[config.mk]
export PLATFORM = sky130hd
export DESIGN_NAME = afct_plane_cell
export DESIGN_NICKNAME = d
export VERILOG_FILES = /design/src/hw/rtl/afct_pkg.sv /design/src/hw/rtl/afct_plane_cell.sv
export SDC_FILE = /design/constraint.sdc
export NUM_CORES = 2
export LEC_CHECK = 0
export BUFFER_PORTS_ARGS = -buffer_cell sky130_fd_sc_hd__buf_2
export CORE_MARGIN = 4
export CORE_UTILIZATION = 37
export CTS_CLUSTER_DIAMETER = 60
export CTS_CLUSTER_SIZE = 10
export DETAILED_ROUTE_END_ITERATION = 10
export PLACE_DENSITY_LB_ADDON = 0.15
export RECOVER_POWER = 25
export SYNTH_ARGS = -nofsm -noshare
export SYNTH_HDL_FRONTEND = slang
export SYNTH_SLANG_ARGS = --single-unit
[constraint.sdc]
create_clock -name clk -period 14.5 [get_ports clk]
set_input_delay 2.9 -clock clk [delete_from_list [all_inputs] [get_ports clk]]
set_output_delay 2.9 -clock clk [all_outputs]
set_load 0.02 [all_outputs]
[src/hw/rtl/afct_pkg.sv]
// Shared types and constants for the box-versus-frustum culling block.
// Used by afct_plane_cell and aabb_frustum_cull_test_unit; depends on nothing.
`timescale 1ns / 1ps

package afct_pkg;

	// Box coordinate (signed Q12.4) and half extent (unsigned Q11.4).
	typedef logic signed [15:0] coord_t;
	typedef logic [14:0]        half_t;

	// One box as it travels down the chain of plane cells.
	typedef struct packed {
		coord_t cx;
		coord_t cy;
		coord_t cz;
		half_t  hx;
		half_t  hy;
		half_t  hz;
	} box_t;

	// Matrix entry (signed Q4.12) and one matrix row of four entries.
	typedef logic signed [15:0] mat_elem_t;
	typedef mat_elem_t [3:0]    mat_row_t;

	// Plane coefficient: sum or difference of two matrix entries.
	localparam int unsigned NORM_W = 17;
	typedef logic signed [NORM_W-1:0] norm_t;

	// Product widths, the scaled offset width and the width of the exact plane sum d + r.
	localparam int unsigned DOT_W = 33;
	localparam int unsigned RAD_W = 32;
	localparam int unsigned OFS_W = 21;
	localparam int unsigned SUM_W = 36;

	// Configuration port.
	localparam int unsigned CFG_IDX_W  = 3;
	localparam int unsigned CFG_DATA_W = 32;
	localparam int unsigned NUM_CFG    = 8;

	localparam logic [CFG_IDX_W-1:0] REG_ROW_X_COLS01 = 3'd0;
	localparam logic [CFG_IDX_W-1:0] REG_ROW_X_COLS23 = 3'd1;
	localparam logic [CFG_IDX_W-1:0] REG_ROW_Y_COLS01 = 3'd2;
	localparam logic [CFG_IDX_W-1:0] REG_ROW_Y_COLS23 = 3'd3;
	localparam logic [CFG_IDX_W-1:0] REG_ROW_Z_COLS01 = 3'd4;
	localparam logic [CFG_IDX_W-1:0] REG_ROW_Z_COLS23 = 3'd5;
	localparam logic [CFG_IDX_W-1:0] REG_ROW_W_COLS01 = 3'd6;
	localparam logic [CFG_IDX_W-1:0] REG_ROW_W_COLS23 = 3'd7;

	// Reset values: the identity matrix.
	localparam logic [CFG_DATA_W-1:0] RST_ROW_X_COLS01 = 32'h0000_1000;
	localparam logic [CFG_DATA_W-1:0] RST_ROW_X_COLS23 = 32'h0000_0000;
	localparam logic [CFG_DATA_W-1:0] RST_ROW_Y_COLS01 = 32'h1000_0000;
	localparam logic [CFG_DATA_W-1:0] RST_ROW_Y_COLS23 = 32'h0000_0000;
	localparam logic [CFG_DATA_W-1:0] RST_ROW_Z_COLS01 = 32'h0000_0000;
	localparam logic [CFG_DATA_W-1:0] RST_ROW_Z_COLS23 = 32'h0000_1000;
	localparam logic [CFG_DATA_W-1:0] RST_ROW_W_COLS01 = 32'h0000_0000;
	localparam logic [CFG_DATA_W-1:0] RST_ROW_W_COLS23 = 32'h1000_0000;

	// Number of frustum planes, and so of cells in the chain.
	localparam int unsigned PLANE_COUNT = 6;

endpackage

[src/hw/rtl/afct_plane_cell.sv]
// One cell of the culling chain: tests the passing box against one frustum plane.
// Depends on afct_pkg for the box, matrix row and width definitions.
`timescale 1ns / 1ps

module afct_plane_cell
	import afct_pkg::*;
#(
	parameter bit SUBTRACT = 1'b0
) (
	input  logic     clk,
	input  logic     arst_n,
	input  mat_row_t row_r,
	input  mat_row_t row_w,
	input  logic     in_vld,
	output logic     in_rdy,
	input  box_t     in_box,
	input  logic     in_vis,
	output logic     out_vld,
	input  logic     out_rdy,
	output box_t     out_box,
	output logic     out_vis
);

	// Plane coefficients, formed from two rows of the matrix registers.
	norm_t norm [4];

	logic               vld_s1;
	box_t               box_s1;
	logic               vis_s1;
	logic signed [DOT_W-1:0] dot_s1 [3];
	logic [RAD_W-1:0]   rad_s1 [3];
	logic signed [OFS_W-1:0] ofs_s1;

	logic               vld_s2;
	box_t               box_s2;
	logic               vis_s2;

	logic               adv_s1;
	logic               adv_s2;
	logic signed [DOT_W-1:0] dot_d [3];
	logic [RAD_W-1:0]   rad_d [3];
	logic [NORM_W-1:0]  abs_n [3];
	coord_t             ctr [3];
	half_t              hlf [3];
	logic signed [SUM_W-1:0] plane_sum;

	// Plane normal and offset: fourth row plus or minus the selected row.
	always_comb begin
		for (int i = 0; i < 4; i++) begin
			if (SUBTRACT) begin
				norm[i] = norm_t'(row_w[i]) - norm_t'(row_r[i]);
			end else begin
				norm[i] = norm_t'(row_w[i]) + norm_t'(row_r[i]);
			end
		end
	end

	// A stage takes a new beat when it is empty or its beat moves on.
	assign adv_s2 = !vld_s2 || out_rdy;
	assign adv_s1 = !vld_s1 || adv_s2;
	assign in_rdy = adv_s1;

	assign ctr[0] = in_box.cx;
	assign ctr[1] = in_box.cy;
	assign ctr[2] = in_box.cz;
	assign hlf[0] = in_box.hx;
	assign hlf[1] = in_box.hy;
	assign hlf[2] = in_box.hz;

	// Stage 1 products: normal times center, and half extent times |normal|.
	always_comb begin
		for (int i = 0; i < 3; i++) begin
			abs_n[i] = norm[i][NORM_W-1] ? (~norm[i] + 1'b1) : norm[i];
			dot_d[i] = norm[i] * ctr[i];
			rad_d[i] = hlf[i] * abs_n[i];
		end
	end

	always_ff @(posedge clk or negedge arst_n) begin
		if (!arst_n) begin
			vld_s1 <= 1'b0;
			vld_s2 <= 1'b0;
		end else begin
			if (adv_s1) begin
				vld_s1 <= in_vld;
			end
			if (adv_s2) begin
				vld_s2 <= vld_s1;
			end
		end
	end

	always_ff @(posedge clk) begin
		if (adv_s1) begin
			box_s1 <= in_box;
			vis_s1 <= in_vis;
			ofs_s1 <= {norm[3], 4'b0000};
			for (int i = 0; i < 3; i++) begin
				dot_s1[i] <= dot_d[i];
				rad_s1[i] <= rad_d[i];
			end
		end
	end

	// Stage 2: exact d + r; the box is culled when it is negative.
	always_comb begin
		plane_sum = SUM_W'(ofs_s1);
		for (int i = 0; i < 3; i++) begin
			plane_sum = plane_sum + SUM_W'(dot_s1[i])
				+ $signed({{(SUM_W-RAD_W){1'b0}}, rad_s1[i]});
		end
	end

	always_ff @(posedge clk) begin
		if (adv_s2) begin
			box_s2 <= box_s1;
			vis_s2 <= vis_s1 && !plane_sum[SUM_W-1];
		end
	end

	assign out_vld = vld_s2;
	assign out_box = box_s2;
	assign out_vis = vis_s2;

endmodule

==> results.yml <==
run_status:
  outcome: "complete, but fails checks"
  violations: "capacitance limit, slew limit"
worst_setup_path:
  crit_path_frequent_cell: "fa_1"
  crit_start: "row_r[32]"
  max_stage_delay_ns: 1.53
  r2r-start: "ofs_s1[20]$_DFFE_PP_"
  crit_family: "adder cells"
  end_kind: "flop"
  r2r_slack_ns: 9.16
  reg2reg_to: "out_vis$_DFFE_PP_"
  cp-start-kind: "input pin"
  slowest_stage: "clkbuf_1"
  critPathMaxFanout: 31
  critPathCapture: "rad_s1[0][88]$_DFFE_PP_"
  path_buf_inv: 7
  cp.depth: 31
  worstPathRequired_ns: 14.88
  worstPathArrival_ns: 12.88
  setup.worst_path.class: "input pin to flop"
  reg2reg_depth: 16
sta:
  fin_crit_sh_pct: 86.2
  fmax_mhz: 80.0
  relSlewSlack_pct: -181
  min_period_ns: 12.50
  rsz0062_at_grt: "false"
  hold_violations: 0
  tns_ns: 0
  slew_viol_final: 143
  fin_skew_ns: 0.0214
  tightest_slew_ns: 4.22
  setup_viol: 0
  hold_slack_ns: 0.410
layout:
  fin_nets: 10374
  final_util_pct: 40.8
  area_growth_pct: 9.32
  final_area_um2: 83700
  drive_gt1_share_pct: 6.21
floorplanning:
  chipHeight_um: 463
  initial_utilization_pct: 37.3
  std_cell_rows: 166
  io-pin-count: 322
  core-area_um2: 205000
  die_x_um: 463
  die_area_um2: 214000
synth:
  synth-seq-cells: 402
  synth_area_um2: 76600
  syn_inst: 7696
  synth_enable_flop_cells: 400
  syn-num-nets: 10134
  ys_types: 91
  synthFlopType: "edfxtp_1"
  yosysWarnings: 0
  synth_seq_area_share_pct: 15.8
  async_flop_share_pct: 0.498
  avgSynthCellArea_um2: 9.95
drt:
  drt-total-wl_um: 216000
  drc_errors: 0
  dr.pass1.iters: 5
  wl_per_cell_um: 20.3
  via_per_inst: 4.98
  drt-initial-drc-count: 3200
  vias: 53133
  ant_nets: 0
clock_tree:
  clkTransAtPathRegs_ns: 0.05
  cts-root-buf: "clkbuf_16"
  cts.sinks: 402
  cts_hold_buf: 0
  cts_resized: 0
  cts_buffer_depth: 3
  clock_latency_ns: 0.69
  cts_tree: "done"
  cts_max_level: 3
  numCtsBuffers: 72
  cts_setup_buffers: 0
grt:
  track_usage_pct: 20.7
  grt_pass1_wl_um: 343000
  grt_pass1_vias: 58132
  gr-total-overflow: 0
  antenna_found_initial: 11
  grt_start_max_net_pins: 70
run:
  max_cap_viol_count: 4
placement:
  gp_congestion: 0.897
  dp_hpwl_um: 178000
  numPortBuffers: 321
  placed_area_um2: 81500
hold_path:
  min_path_type: "flop to flop"
  worstHoldStart: "box_s1[24]$_DFFE_PP_"
## placed cells by master (no fill, tap or decap), drive strengths merged, types with 11 or more instances in the layout
cell     netlist  layout
nand2b        69      69
a21o          87      87
and2         679     679
xnor2        197     197
buf           28     320
nor2b         74      74
or3           23      23
nor2         168     168
and3          41      41
a211oi        35      35
nor3          70      70
clkbuf       225     180
nand4         20      20
nand2        895     895
a2111oi       14      14
a21oi        196     196
o21ai        117     117
o211ai        11      11
nor4          11      11
fa          1569    1569
a31oi         19      19
inv         1750    1771
nand3         47      47
o21a          45      45
o21bai        31      31
ha           643     643
edfxtp       400     400
xor2          68      68
## sequential cells by signal, summed over array words and instances (netlist names)
name / count
out_box: 93
out_vis: 1
ofs_s1: 17
out_vld: 1
dot_s1: 99
rad_s1: 96
box_s1: 93
vld_s1: 1
vis_s1: 1
## worst min-delay path by stage
stage | to | slack (ns) | depth (start not counted)
after detailed placement | out_box[24]$_DFFE_PP_ | 0.40 | 0
after global placement | out_box[42]$_DFFE_PP_ | 0.40 | 0
after global routing | out_box[44]$_DFFE_PP_ | 0.42 | 0
final | out_box[24]$_DFFE_PP_ | 0.41 | 0
after floorplan | out_box[0]$_DFFE_PP_ | 0.40 | 0
after CTS | out_box[24]$_DFFE_PP_ | 0.41 | 0
## routing by layer
metal	part of all wire, %	wire, µm	vias up	track usage (%)
li1	-	-	24011	-
met1	45	96700	27793	28.5
met2	48	104000	1122	34.6
met3	4.6	9990	207	2.42
met4	2.8	6020	0	5.51
met5	0	0	-	0
## cells in the mapped netlist (7+ instances only)
cell type	n	area, µm²
nand3b_1	7	52.6
fa_1	1569	31400
nand3_1	47	235
nor2_1	168	631
a21o_1	87	653
o21bai_1	31	233
a2111oi_0	12	105
buf_2	8	40.0
clkbuf_1	224	841
o2111ai_1	8	70.1
a41o_1	7	70.1
a31oi_1	19	119
a21boi_0	8	60.1
edfxtp_1	400	12000
a21oi_1	195	976
a211oi_1	34	255
ha_1	643	8050
nor3_1	70	350
o211ai_1	11	82.6
nand2b_1	69	432
and2_1	679	4250
nor3b_1	7	52.6
nor2b_1	74	463
nand2_1	895	3360
o21a_1	45	338
xor2_1	67	587
or2_2	10	62.6
o31ai_1	10	75.1
or3_1	23	144
nand4_1	20	125
o21ai_0	112	561
or4_1	7	52.6
inv_1	1750	6570
buf_1	17	63.8
and3_1	41	257
xnor2_1	197	1730
## through the flow
step                std cells  setup slack (ns)
finish                  10675              2.00
floorplan                7696              1.63
global placement        10550              1.84
CTS                     10673              2.38
detailed placement      10550              1.66
global route            10674              1.46
## worst reg2reg max path: stages, from the launching register on
cell	delay [ns]
edfxtp_1	0.96
fa_1	0.59
inv_1	0.11
fa_1	0.43
fa_1	0.50
inv_1	0.05
fa_1	0.44
ha_1	0.31
a21o_1	0.16
a21o_1	0.17
a21oi_1	0.13
o21ai_0	0.11
a21o_1	0.19
a21oi_1	0.15
nor3_1	0.06
a211oi_1	0.53
mux2i_1	0.16
## final cells by class
cell class / count / area, µm²
clock buffers: 81 / 1890
fillers: 20271 / 121000
clock inverters: 42 / 482
repair buffers: 419 / 2210
flip-flops and latches: 402 / 12100
inverters: 1750 / 6570
diodes: 2 / 5.00
well taps: 2688 / 3360
multi-input cells: 5291 / 57100
## logic make-up after synthesis
group	synth area share [%]
xor+xnor	3.04
simple gates	14.0
fa+ha+maj	51.5
flops	15.8
compound gates	5.72
mux	0.0784
buf+inv	9.85
Power is not shown: default switching activity piles up to over one toggle a cycle in this logic, so the estimate is an artifact.
